$ cat config.mk
export PLATFORM = sky130hd
export DESIGN_NAME = array_region_offset_folder_flat
export DESIGN_NICKNAME = d
export VERILOG_FILES = /design/src/rtl/arof_pkg.sv /design/src/rtl/arof_if.sv /design/src/rtl/arof_table.sv /design/src/rtl/arof_rem_unit.sv /design/src/rtl/array_region_offset_folder.sv /design/src/flat_wrapper.sv
export SDC_FILE = /design/constraint.sdc
export NUM_CORES = 1
export LEC_CHECK = 0
export ABC_AREA = 1
export BUFFER_PORTS_ARGS = -buffer_cell sky130_fd_sc_hd__clkbuf_2
export CAP_MARGIN = 15
export CORE_UTILIZATION = 50
export DETAILED_ROUTE_END_ITERATION = 8
export GPL_ROUTABILITY_DRIVEN = 0
export PLACE_DENSITY = 0.67
export SLEW_MARGIN = 5
export SYNTH_ARGS = -nofsm -noshare
export SYNTH_HDL_FRONTEND = slang
export SYNTH_HIERARCHICAL = 1
export SYNTH_SLANG_ARGS = --single-unit
$ cat constraint.sdc
create_clock -name clock -period 6.4 [get_ports clock]
set_input_delay 1.6 -clock clock [delete_from_list [all_inputs] [get_ports clock]]
set_output_delay 1.6 -clock clock [all_outputs]
set_load 0.05 [all_outputs]
$ cat src/rtl/arof_pkg.sv
// ----------------------------------------------------------------------------
// arof_pkg
// Shared codes, widths and the sequencer state type of the region folder.
// ----------------------------------------------------------------------------
package arof_pkg;

   localparam int FIELD_WIDTH = 32;
   localparam int SLOT_WIDTH  = 3;
   localparam int CFG_WIDTH   = 4;
   localparam int CSR_ADDR_W  = 3;
   localparam int CSR_DATA_W  = 32;

   // operation codes
   localparam logic OP_LOAD  = 1'b0;
   localparam logic OP_QUERY = 1'b1;

   // register slot (paddr bit 2) of entries_in_use
   localparam logic CSR_ENTRIES_SLOT = 1'b0;

   typedef enum logic [2:0] {
      ST_IDLE,
      ST_LOOKUP,
      ST_CHECK,
      ST_DIVIDE,
      ST_FINISH
   } arof_state_type;

endpackage

$ cat src/rtl/arof_if.sv
// ----------------------------------------------------------------------------
// arof_if
// Valid/ready channels for requests and responses of the region folder.
// ----------------------------------------------------------------------------
interface arof_req_if import arof_pkg::*; ();
   logic                   valid;
   logic                   ready;
   logic                   operation;
   logic [SLOT_WIDTH-1:0]  entry_index;
   logic [FIELD_WIDTH-1:0] start_value;
   logic [FIELD_WIDTH-1:0] end_value;
   logic [FIELD_WIDTH-1:0] elem_bytes;
   logic [FIELD_WIDTH-1:0] query_offset;

   modport source (output valid, operation, entry_index, start_value, end_value,
                   elem_bytes, query_offset, input ready);
   modport sink   (input valid, operation, entry_index, start_value, end_value,
                   elem_bytes, query_offset, output ready);
endinterface

interface arof_rsp_if import arof_pkg::*; ();
   logic                   valid;
   logic                   ready;
   logic [FIELD_WIDTH-1:0] folded_offset;
   logic                   in_array;

   modport source (output valid, folded_offset, in_array, input ready);
   modport sink   (input valid, folded_offset, in_array, output ready);
endinterface

$ cat src/rtl/arof_table.sv
// ----------------------------------------------------------------------------
// arof_table
// Region table: one write port, one registered read port.
// ----------------------------------------------------------------------------
module arof_table #(
   parameter int DEPTH = 8,
   parameter int DW    = 32,
   parameter int IW    = 3
) (
   input  logic          clock,
   input  logic          wr_en,
   input  logic [IW-1:0] wr_addr,
   input  logic [DW-1:0] wr_start,
   input  logic [DW-1:0] wr_end,
   input  logic [DW-1:0] wr_size,
   input  logic [IW-1:0] rd_addr,
   output logic [DW-1:0] rd_start,
   output logic [DW-1:0] rd_end,
   output logic [DW-1:0] rd_size
);

   logic [DW-1:0] start_mem [DEPTH];
   logic [DW-1:0] end_mem   [DEPTH];
   logic [DW-1:0] size_mem  [DEPTH];

   logic [DW-1:0] rd_start_ff;
   logic [DW-1:0] rd_end_ff;
   logic [DW-1:0] rd_size_ff;

   always_ff @(posedge clock) begin
      if (wr_en) begin
         start_mem[wr_addr] <= wr_start;
         end_mem[wr_addr]   <= wr_end;
         size_mem[wr_addr]  <= wr_size;
      end
      rd_start_ff <= start_mem[rd_addr];
      rd_end_ff   <= end_mem[rd_addr];
      rd_size_ff  <= size_mem[rd_addr];
   end

   assign rd_start = rd_start_ff;
   assign rd_end   = rd_end_ff;
   assign rd_size  = rd_size_ff;

endmodule

$ cat src/rtl/arof_rem_unit.sv
// ----------------------------------------------------------------------------
// arof_rem_unit
// Restoring remainder, one dividend bit per cycle.
// ----------------------------------------------------------------------------
module arof_rem_unit #(
   parameter int W = 32
) (
   input  logic         clock,
   input  logic         reset,
   input  logic         start,
   input  logic [W-1:0] dividend,
   input  logic [W-1:0] divisor,
   output logic         done,
   output logic [W-1:0] remainder
);

   localparam int CNTW = $clog2(W + 1);

   logic            busy_ff, busy_in;
   logic            done_ff, done_in;
   logic [CNTW-1:0] cnt_ff, cnt_in;
   logic [W-1:0]    quo_ff, quo_in;
   logic [W-1:0]    rem_ff, rem_in;
   logic [W-1:0]    div_ff, div_in;
   logic [W:0]      trial;

   // A zero divisor always passes the trial and subtracts nothing, so the dividend shifts through unchanged.
   always_comb begin
      busy_in = busy_ff;
      done_in = 1'b0;
      cnt_in  = cnt_ff;
      quo_in  = quo_ff;
      rem_in  = rem_ff;
      div_in  = div_ff;
      trial   = {rem_ff, quo_ff[W-1]};
      if (start) begin
         busy_in = 1'b1;
         cnt_in  = CNTW'(W);
         quo_in  = dividend;
         rem_in  = '0;
         div_in  = divisor;
      end else if (busy_ff) begin
         quo_in = quo_ff << 1;
         if (trial >= {1'b0, div_ff}) begin
            rem_in = W'(trial - {1'b0, div_ff});
         end else begin
            rem_in = trial[W-1:0];
         end
         cnt_in = cnt_ff - CNTW'(1);
         if (cnt_ff == CNTW'(1)) begin
            busy_in = 1'b0;
            done_in = 1'b1;
         end
      end
   end

   always_ff @(posedge clock) begin
      if (reset) begin
         busy_ff <= 1'b0;
         done_ff <= 1'b0;
         cnt_ff  <= '0;
      end else begin
         busy_ff <= busy_in;
         done_ff <= done_in;
         cnt_ff  <= cnt_in;
      end
      quo_ff <= quo_in;
      rem_ff <= rem_in;
      div_ff <= div_in;
   end

   assign done      = done_ff;
   assign remainder = rem_ff;

endmodule

$ cat src/rtl/array_region_offset_folder.sv
// ----------------------------------------------------------------------------
// array_region_offset_folder
// Region table with an offset folding walk over a shared remainder unit.
// ----------------------------------------------------------------------------
// Usage:
//   req_port carries loads (operation 0) and queries (operation 1). A load
//   writes one table slot in the cycle it is accepted and gives no response;
//   the next request can follow directly. A query walks the first
//   entries_in_use slots (set over the csr_ APB port, capped at MAX_ENTRIES),
//   stopping early at a slot whose start lies above the offset, and gives
//   one response on rsp_port with the folded offset and the hit flag. Each
//   slot visited passes through lookup and check; a slot that contains the
//   offset also runs the bit-serial remainder unit, and the walk ends in the
//   final state before the output register loads. req ready is low for the
//   whole walk.
//   The response sits in an output register; new requests are taken while it
//   waits. A walk that finishes while the previous response is still stalled
//   holds in its final state until rsp ready frees the register.
//   Reset clears entries_in_use and all control state; the table contents
//   stay undefined until loaded.
// ----------------------------------------------------------------------------
module array_region_offset_folder
   import arof_pkg::*;
#(
   parameter int MAX_ENTRIES  = 8,
   parameter int OFFSET_WIDTH = 32
) (
   input  logic                  clock,
   input  logic                  reset,
   arof_req_if.sink              req_port,
   arof_rsp_if.source            rsp_port,
   input  logic                  csr_psel,
   input  logic                  csr_penable,
   input  logic                  csr_pwrite,
   input  logic [CSR_ADDR_W-1:0] csr_paddr,
   input  logic [CSR_DATA_W-1:0] csr_pwdata,
   output logic [CSR_DATA_W-1:0] csr_prdata,
   output logic                  csr_pready
);

   localparam int DW = (OFFSET_WIDTH < FIELD_WIDTH) ? OFFSET_WIDTH : FIELD_WIDTH;
   localparam int IW = (MAX_ENTRIES > 1) ? $clog2(MAX_ENTRIES) : 1;
   localparam int CW = $clog2(MAX_ENTRIES + 1);

   arof_state_type state_ff, state_in;

   logic [CFG_WIDTH-1:0] entries_ff, entries_in;
   logic [CW-1:0]        count_ff, count_in;
   logic [CW-1:0]        idx_ff, idx_in;
   logic [DW-1:0]        ofs_ff, ofs_in;
   logic                 hit_ff, hit_in;
   logic [DW-1:0]        base_ff, base_in;

   logic                   rsp_valid_ff, rsp_valid_in;
   logic [FIELD_WIDTH-1:0] rsp_fold_ff, rsp_fold_in;
   logic                   rsp_hit_ff, rsp_hit_in;

   logic          req_ready;
   logic          req_take;
   logic          csr_write;
   logic [CW-1:0] sat_count;
   logic          wr_en;
   logic          div_start;
   logic          div_done;
   logic [DW-1:0] div_rem;
   logic [DW-1:0] rd_start;
   logic [DW-1:0] rd_end;
   logic [DW-1:0] rd_size;
   logic [CW-1:0] idx_next;

   assign req_ready = (state_ff == ST_IDLE);
   assign req_take  = req_port.valid && req_ready;
   assign wr_en     = req_take && (req_port.operation == OP_LOAD) &&
                      (32'(req_port.entry_index) < 32'(MAX_ENTRIES));

   assign csr_pready = 1'b1;
   assign csr_write  = csr_psel && csr_penable && csr_pwrite &&
                       (csr_paddr[2] == CSR_ENTRIES_SLOT);
   assign csr_prdata = (csr_paddr[2] == CSR_ENTRIES_SLOT) ?
                       CSR_DATA_W'(entries_ff) : '0;

   assign entries_in = csr_write ? csr_pwdata[CFG_WIDTH-1:0] : entries_ff;
   assign sat_count  = (32'(entries_ff) > 32'(MAX_ENTRIES)) ? CW'(MAX_ENTRIES) :
                       CW'(entries_ff);
   assign idx_next   = idx_ff + CW'(1);

   arof_table #(
      .DEPTH (MAX_ENTRIES),
      .DW    (DW),
      .IW    (IW)
   ) u_table (
      .clock    (clock),
      .wr_en    (wr_en),
      .wr_addr  (IW'(req_port.entry_index)),
      .wr_start (req_port.start_value[DW-1:0]),
      .wr_end   (req_port.end_value[DW-1:0]),
      .wr_size  (req_port.elem_bytes[DW-1:0]),
      .rd_addr  (idx_ff[IW-1:0]),
      .rd_start (rd_start),
      .rd_end   (rd_end),
      .rd_size  (rd_size)
   );

   arof_rem_unit #(
      .W (DW)
   ) u_rem (
      .clock     (clock),
      .reset     (reset),
      .start     (div_start),
      .dividend  (ofs_ff - rd_start),
      .divisor   (rd_size),
      .done      (div_done),
      .remainder (div_rem)
   );

   always_comb begin
      state_in     = state_ff;
      count_in     = count_ff;
      idx_in       = idx_ff;
      ofs_in       = ofs_ff;
      hit_in       = hit_ff;
      base_in      = base_ff;
      div_start    = 1'b0;
      rsp_valid_in = rsp_valid_ff && !rsp_port.ready;
      rsp_fold_in  = rsp_fold_ff;
      rsp_hit_in   = rsp_hit_ff;
      unique case (state_ff)
         ST_IDLE: begin
            if (req_take && (req_port.operation == OP_QUERY)) begin
               count_in = sat_count;
               idx_in   = '0;
               ofs_in   = req_port.query_offset[DW-1:0];
               hit_in   = 1'b0;
               state_in = (sat_count == '0) ? ST_FINISH : ST_LOOKUP;
            end
         end
         ST_LOOKUP: begin
            state_in = ST_CHECK;
         end
         ST_CHECK: begin
            priority if (rd_start > ofs_ff) begin
               state_in = ST_FINISH;
            end else if (ofs_ff < rd_end) begin
               hit_in    = 1'b1;
               base_in   = rd_start;
               div_start = 1'b1;
               state_in  = ST_DIVIDE;
            end else begin
               idx_in   = idx_next;
               state_in = (idx_next == count_ff) ? ST_FINISH : ST_LOOKUP;
            end
         end
         ST_DIVIDE: begin
            if (div_done) begin
               // the remainder never exceeds offset - start, so no wrap here
               ofs_in   = base_ff + div_rem;
               idx_in   = idx_next;
               state_in = (idx_next == count_ff) ? ST_FINISH : ST_LOOKUP;
            end
         end
         ST_FINISH: begin
            if (!rsp_valid_ff || rsp_port.ready) begin
               rsp_valid_in = 1'b1;
               rsp_fold_in  = FIELD_WIDTH'(ofs_ff);
               rsp_hit_in   = hit_ff;
               state_in     = ST_IDLE;
            end
         end
         default: begin
            state_in = ST_IDLE;
         end
      endcase
   end

   always_ff @(posedge clock) begin
      if (reset) begin
         state_ff     <= ST_IDLE;
         entries_ff   <= '0;
         rsp_valid_ff <= 1'b0;
         count_ff     <= '0;
         idx_ff       <= '0;
      end else begin
         state_ff     <= state_in;
         entries_ff   <= entries_in;
         rsp_valid_ff <= rsp_valid_in;
         count_ff     <= count_in;
         idx_ff       <= idx_in;
      end
      ofs_ff      <= ofs_in;
      hit_ff      <= hit_in;
      base_ff     <= base_in;
      rsp_fold_ff <= rsp_fold_in;
      rsp_hit_ff  <= rsp_hit_in;
   end

   assign req_port.ready         = req_ready;
   assign rsp_port.valid         = rsp_valid_ff;
   assign rsp_port.folded_offset = rsp_fold_ff;
   assign rsp_port.in_array      = rsp_hit_ff;

endmodule

$ cat src/flat_wrapper.sv
// flat-port wrapper written by rule: the top's interface ports become plain ports
module array_region_offset_folder_flat import arof_pkg::*;
#(
   parameter int MAX_ENTRIES  = 8,
   parameter int OFFSET_WIDTH = 32
)
  (clock, reset, csr_psel, csr_penable, csr_pwrite, csr_paddr, csr_pwdata, csr_prdata, csr_pready, req_port_valid, req_port_operation, req_port_entry_index, req_port_start_value, req_port_end_value, req_port_elem_bytes, req_port_query_offset, req_port_ready, rsp_port_valid, rsp_port_folded_offset, rsp_port_in_array, rsp_port_ready);
  arof_req_if req_port_i ();
  arof_rsp_if rsp_port_i ();
  input  logic clock;
  input  logic reset;
  input  logic csr_psel;
  input  logic csr_penable;
  input  logic csr_pwrite;
  input  logic [CSR_ADDR_W-1:0] csr_paddr;
  input  logic [CSR_DATA_W-1:0] csr_pwdata;
  output logic [CSR_DATA_W-1:0] csr_prdata;
  output logic csr_pready;
  input wire logic [$bits(req_port_i.valid)-1:0] req_port_valid;
  input wire logic [$bits(req_port_i.operation)-1:0] req_port_operation;
  input wire logic [$bits(req_port_i.entry_index)-1:0] req_port_entry_index;
  input wire logic [$bits(req_port_i.start_value)-1:0] req_port_start_value;
  input wire logic [$bits(req_port_i.end_value)-1:0] req_port_end_value;
  input wire logic [$bits(req_port_i.elem_bytes)-1:0] req_port_elem_bytes;
  input wire logic [$bits(req_port_i.query_offset)-1:0] req_port_query_offset;
  output wire logic [$bits(req_port_i.ready)-1:0] req_port_ready;
  output wire logic [$bits(rsp_port_i.valid)-1:0] rsp_port_valid;
  output wire logic [$bits(rsp_port_i.folded_offset)-1:0] rsp_port_folded_offset;
  output wire logic [$bits(rsp_port_i.in_array)-1:0] rsp_port_in_array;
  input wire logic [$bits(rsp_port_i.ready)-1:0] rsp_port_ready;
  assign req_port_i.valid = req_port_valid;
  assign req_port_i.operation = req_port_operation;
  assign req_port_i.entry_index = req_port_entry_index;
  assign req_port_i.start_value = req_port_start_value;
  assign req_port_i.end_value = req_port_end_value;
  assign req_port_i.elem_bytes = req_port_elem_bytes;
  assign req_port_i.query_offset = req_port_query_offset;
  assign req_port_ready = req_port_i.ready;
  assign rsp_port_valid = rsp_port_i.valid;
  assign rsp_port_folded_offset = rsp_port_i.folded_offset;
  assign rsp_port_in_array = rsp_port_i.in_array;
  assign rsp_port_i.ready = rsp_port_ready;
  array_region_offset_folder #(.MAX_ENTRIES(MAX_ENTRIES), .OFFSET_WIDTH(OFFSET_WIDTH)) u_core (.clock(clock), .reset(reset), .req_port(req_port_i), .rsp_port(rsp_port_i), .csr_psel(csr_psel), .csr_penable(csr_penable), .csr_pwrite(csr_pwrite), .csr_paddr(csr_paddr), .csr_pwdata(csr_pwdata), .csr_prdata(csr_prdata), .csr_pready(csr_pready));
endmodule
Word level (Yosys, flattened, before mapping)
Memories as Yosys holds them, arrays and structs flattened. A register that Yosys moved wholly into a read port is not among the register bits.
Cells that the tools add are included.
{ "classes": {"n_mux": 38, "add_sub_neg": 5, "n_bitwise": 4, "n_eq_ne": 12, "magnitude_cmp": 4, "reduce_logical": 25} }
{ "ops": {"columns": ["cell", "count"], "rows": [
  ["32-bit two-way mux", 5],
  ["32-bit case mux with 2 select lines", 1],
  ["32-bit subtractor", 2],
  ["33-bit by 32-bit greater-or-equal comparator with 1-bit output", 1],
  ["32-bit adder", 1],
  ["32-bit greater-than comparator", 1],
  ["32-bit < comparator", 1],
  ["4-bit two-way mux", 6],
  ["3-bit two-way mux", 7],
  ["3-bit case mux with 5 select lines", 1],
  ["1-bit two-way mux", 14],
  ["6-bit two-way mux", 2],
  ["4-bit case mux with 3 select lines", 1],
  ["3-bit AND reduction", 3],
  ["2-bit != test (second input constant)", 4],
  ["1-bit logical AND", 7],
  ["3-bit by 2-bit equality test with 1-bit output (second input constant)", 2],
  ["6-bit by 1-bit equality test with 1-bit output (second input constant)", 1],
  ["2-bit nonzero test", 3],
  ["6-bit by 1-bit subtractor with 6-bit output (second input constant)", 1],
  ["5-bit AND reduction", 1],
  ["4-bit by 1-bit adder with 4-bit output (second input constant)", 1],
  ["4-bit equality test", 1],
  ["4-bit greater-than comparator (second input constant)", 1],
  ["14 further kinds", 20]
]} }
{ "word_totals": {"input_bits": 174, "output_inout_bits": 68, "n_memories": 3, "reg_bits": 218, "ram_bits": 768} }
{ "memory_table": {"columns": ["memory", "words", "word_bits", "rd", "rd_clocked_by_memory_dff", "write_ports", "line_no", "source"], "rows": [
  ["u_core.u_table.end_mem", 8, 32, 1, 1, 1, "arof_table.sv:23", "logic [DW-1:0] end_mem [DEPTH];"],
  ["u_core.u_table.size_mem", 8, 32, 1, 1, 1, "arof_table.sv:24", "logic [DW-1:0] size_mem [DEPTH];"],
  ["u_core.u_table.start_mem", 8, 32, 1, 1, 1, "arof_table.sv:22", "logic [DW-1:0] start_mem [DEPTH];"]
]} }

Logic depth before layout (Yosys ltp)
{ "logic_depth": {"ltp_word": 6, "ltp_mapped": 20} }

Cells and area by module
Netlist, hierarchy kept.
{ "by_module_without_submodules": {"columns": ["mod", "cells_per_inst", "seq_area_each_um2", "area_each_um2", "n_inst"], "rows": [
  ["arof_table", 3432, 24984.0, 35540.3, 1],
  ["array_region_offset_folder", 1111, 3263.1, 8987.4, 1],
  ["arof_rem_unit", 984, 2722.6, 6809.0, 1]
]} }

Worst setup path after synthesis
OpenSTA, ideal clock, no wires.
{ "synth_timing": {"path_type": "input port to flip-flop", "from": "input port req_port_valid", "to": "memory u_core.u_table.end_mem[7][0], enable pin", "setup_slack_ns": -0.043, "stages": 4, "setup_time_ns": 0.552, "n_path_buf": 0, "required_time_ns": 5.848, "arrival_ns": 5.891, "cell_sequence": "nand2_1 nor2_1 nand2_1 nor2_1"} }
{ "synth_via": {"elab_chain_cells": 4} }
{ "synth_lines": {"columns": ["element", "line_no", "source"], "rows": [
  ["from (decl)", "flat_wrapper.sv:19", "input wire logic [$bits(req_port_i.valid)-1:0] req_port_valid;"],
  ["1-bit logical AND", "array_region_offset_folder.sv:72", "assign req_take = req_port.valid && req_ready;"],
  ["1-bit logical AND", "array_region_offset_folder.sv:73", "assign wr_en = req_take && (req_port.operation == OP_LOAD) &&"],
  ["named net u_core.wr_en", "array_region_offset_folder.sv:62", "logic wr_en;"],
  ["1-bit two-way mux", "arof_table.sv:31", "if (wr_en) begin"],
  ["1-bit two-way mux (not written as such)", "arof_table.sv:33", "end_mem[wr_addr] <= wr_end;"],
  ["to (decl)", "arof_table.sv:23", null]
]} }
The timed path passes the listed nets, and every way through them passes these cells.

Worst setup path in the final report
{ "layout_timing": {"from": "register u_core.ofs_ff[31]", "to": "register u_core.u_rem.quo_ff[25], enable pin"} }
{ "layout_via": {"elab_chain_cells": 5, "elab_cells_between_ends": 6, "classes_between": "order compare: 2; mux: 3; reduce/logical: 1"} }
{ "layout_lines": {"columns": ["element", "line_no", "source"], "rows": [
  ["from (decl)", "array_region_offset_folder.sv:50", "logic [DW-1:0] ofs_ff, ofs_in;"],
  ["from (signal assigned)", "array_region_offset_folder.sv:189", "ofs_ff <= ofs_in;"],
  ["32-bit < comparator", "array_region_offset_folder.sv:143", "end else if (ofs_ff < rd_end) begin"],
  ["1-bit two-way mux", "array_region_offset_folder.sv:143", null],
  ["1-bit two-way mux (*)", "array_region_offset_folder.sv:141", "priority if (rd_start > ofs_ff) begin"],
  ["1-bit two-way mux (*)", "array_region_offset_folder.sv:127", "unique case (state_ff)"],
  ["named net u_core.div_start", "array_region_offset_folder.sv:63", "logic div_start;"],
  ["2-bit nonzero test (no source line) (*)", null, null],
  ["to (signal assigned)", "arof_rem_unit.sv:67", "quo_ff <= quo_in;"],
  ["to (decl)", "arof_rem_unit.sv:22", "logic [W-1:0] quo_ff, quo_in;"]
]} }
The timed path passes the listed nets; every way through them passes the cells marked *.
A chain may end at the register's enable or synchronous reset.

==> results.ini <==
[yosys]
synth.top_cell.area_share_pct = 54.40
synthTopCellsByCount = 1923 x nand2_1, 1087 x inv_1, 930 x edfxtp_1, 474 x nand3_1, 159 x nor2_1
synth_compound_area_share_pct = 2.937
synthSimpleGateAreaFrac_pct = 21.67
synth_enable_flop_cells = 930
yosysMostFrequentCell = nand2_1
synth_top_family_by_area = simple AND/OR/NAND/NOR gates
netlist-cell-type-count = 61
async_flop_share_pct = 0
synthCells = 5527
netlist_area_um2 = 51340
avgSynthCellArea_um2 = 9.288
synth_mux_area_share_pct = 0
ys_warn_count = 6
yosysTopAreaCell = edfxtp_1
synthAdderAreaFrac_pct = 3.261
synth_area_leaders = edfxtp_1 54%, nand2_1 14%, inv_1 7.9%, dfxtp_1 5.9%, nand3_1 4.6%
synth_ff_type = edfxtp_1
synth_xor_area_share_pct = 1.075
yosysSeqAreaShare_pct = 60.33
ys_seq_elements = 1082

[timing]
setup_tns_ps = 0
tightest_slew_ps = 1167
setup_violations = 0
slew_violations = 0
fin_skew_ps = 39.68
layout_min_cycle_time_ps = 4260
fmax_mhz = 234.7
setup_ws_ps = 2140
rsz0062_at_grt = no
fin_crit_sh_pct = 66.57
hold_viol_final = 0
relSlewSlack_pct = 22.18

[setup_path]
cp-start-kind = flop
crit_arrival_ps = 4710
crit_path_max_fanout = 33
cp_slowest_cell = nor2_4
worstRegToRegCells = 13
end_kind = flop
crit_chain = ha_1 > nand2_1 > nor2_1 > nand4_1 > nor4_1 > nand2_1 > nand3_1 > inv_1 > nand2_1 > inv_2 > nor2_4 > inv_1 > buf_16
timing.rr.start = u_core/ofs_ff[31]$_DFFE_PP_
max_stage_delay_ps = 780
rr_endpoint = u_core/u_rem/quo_ff[25]$_DFFE_PP_
r2r_setup_slack_ps = 2140
worstPathRequired_ps = 6850
critical_path.most_common_cell = nand2_1
worstSetupPathType = reg -> reg

[hold_path]
min_to = u_core/u_rem/div_ff[16]$_DFFE_PP_
min_path_type = reg -> reg
whs_path_depth = 0
min_from = u_core/u_table/rd_size[16]$_DFF_P_

[power_and_ir_drop]
powerDensity_nw_per_um2 = 337.9
switchingPower_uw = 6075
power_leakage_uw = 0.02637
internal-power_uw = 13160
p_sw_share_pct = 31.58
combPwrFrac_pct = 22.1
pwr-share-clk_pct = 33.5
ir_worst_vdd_uv = 287.7
p_seq_share_pct = 44.4

[grt]
grt_max_degree = 198
grt_pass1_wl_um = 190200
grt_overflow = 0
antenna_found_initial = 33
grt_pass1_vias = 32946
grt_usage_pct = 24.18

[run_status]
status = finished clean

[die]
fp.coreArea_um2 = 101700
placementRows = 117
ioPinCount = 242
die-height_um = 322.4
dieWidth_um = 322.4
start_util_pct = 50.46
die-area_um2 = 104000

[routing]
vias = 36068
post_drt_wl_per_cell_um = 17.72
ant_nets = 0
vias_per_cell = 5.048
dr.pass1.iters = 6
drc = 0
drt-total-wl_um = 126600
drt_iter0_markers = 3117

[place]
port_buffers = 182
dp_hpwl_um = 79360
place_ws_ps = 1878

[cts]
cts_setup_buffers = 0
cts.path.max_buffers = 3
clock_latency_ps = 720
cts.sinks = 1082
htree_levels = 3
post_cts_resized = 0
tritoncts = yes
cts_buffers = 110
holdBufCountCts = 0
root_buffer = clkbuf_16
clk_pin_slew_ps = 70

[finish]
fin_nets = 5977
fillers = 8719
area_growth_pct = 10.88
drive_above_1_share_pct = 8.010

[flow_run]
cap_violations = 0

cell families after synthesis:
kind of cell | count (synthesis)
xor+xnor | 63
buf+inv | 1306
fa+ha+maj | 132
other cells | 2
simple gates | 2690
flops | 1082
compound gates | 252
area by class of cell:
type                            count  area, um2  share of cell area (%)
Antenna cell                        9      22.52                 0.03956
Tap cell                         1368       1712                   3.007
Clock inverter                     65      663.1                   1.165
Timing Repair Buffer              213       1314                   2.308
Inverter                         1098       4144                   7.280
Clock buffer                      144       3033                   5.328
Multi-Input combinational cell   3166      15060                   26.45
Sequential cell                  1082      30980                   54.42
worst max-delay path by stage:
stage,start,end,depth (start not counted)
6_report,u_core/ofs_ff[31]$_DFFE_PP_,u_core/u_rem/quo_ff[25]$_DFFE_PP_,13
5_1_grt,u_core/ofs_ff[31]$_DFFE_PP_,u_core/u_rem/quo_ff[26]$_DFFE_PP_,13
4_1_cts,u_core/ofs_ff[31]$_DFFE_PP_,u_core/u_rem/quo_ff[26]$_DFFE_PP_,12
3_5_place_dp,u_core/ofs_ff[31]$_DFFE_PP_,u_core/u_rem/quo_ff[25]$_DFFE_PP_,12
3_3_place_gp,u_core/ofs_ff[31]$_DFFE_PP_,u_core/u_rem/quo_ff[22]$_DFFE_PP_,12
2_1_floorplan,req_port_valid,u_core/u_table/end_mem[7][0]$_DFFE_PP_,4
sequential cells by signal, summed over array words and instances (netlist names), 6 cells and up:
register                       flops
u_core/u_table/end_mem           256
u_core/u_rem/div_ff               32
u_core/u_table/rd_end             32
u_core/u_table/start_mem         256
u_core/base_ff                    32
u_core/u_table/size_mem          256
u_core/u_rem/remainder            32
u_core/u_table/rd_start           32
u_core/u_rem/cnt_ff                6
u_core/u_table/rd_size            32
u_core/ofs_ff                     32
u_core/u_rem/quo_ff               32
u_core/rsp_port.folded_offset     32
per-layer routing:
metal,GRT usage (%),share of wire (%),up-vias
met3,4.257,7.7,253
li1,-,-,17712
met5,0,0.16,-
met4,7.651,2.8,30
met2,38.78,46,1186
met1,33.45,43,16887
metrics by stage:
step | std cells | power (uW) | utilization (%) | cell area [um2] | hold WS [ps]
after floorplan | 5554 | 11540 | - | 51440 | 385.5
after global routing | 7140 | 20090 | 55.94 | 56910 | 409.3
final | 7145 | 19240 | 55.95 | 56920 | 399.9
after detailed placement | 6926 | 12880 | 52.27 | 53180 | 390.2
after CTS | 7135 | 19300 | 55.90 | 56870 | 402.1
after global placement | 6926 | 12810 | 52.27 | 53180 | 388.5
layout by cell type, fill, tap and decap left out, types with 53 or more instances in the layout:
master,count
nand2_1,1923
inv_1,1086
edfxtp_1,930
nand3_1,474
clkbuf_2,182
nor2_1,149
dfxtp_1,149
ha_1,129
clkbuf_16,112
a21oi_1,107
o21ai_0,53
worst max-delay path: cells and delay by family (launching register included):
kind	cells	cell delay (ps)
AND/OR/NAND/NOR	8	2170
buffers and inverters	4	940
flip-flops	1	490
adder cells (fa/ha/maj)	1	360
power groups by stage:
stage / combinational (uW) / sequential (uW) / clock [uW]
floorplan: 2990 / 8550 / 0
global placement: 4140 / 8680 / 0
detailed placement: 4200 / 8680 / 0
CTS: 4220 / 8540 / 6550
global route: 4710 / 8560 / 6820
finish: 4260 / 8540 / 6440
(Power assumes the default switching activity.)
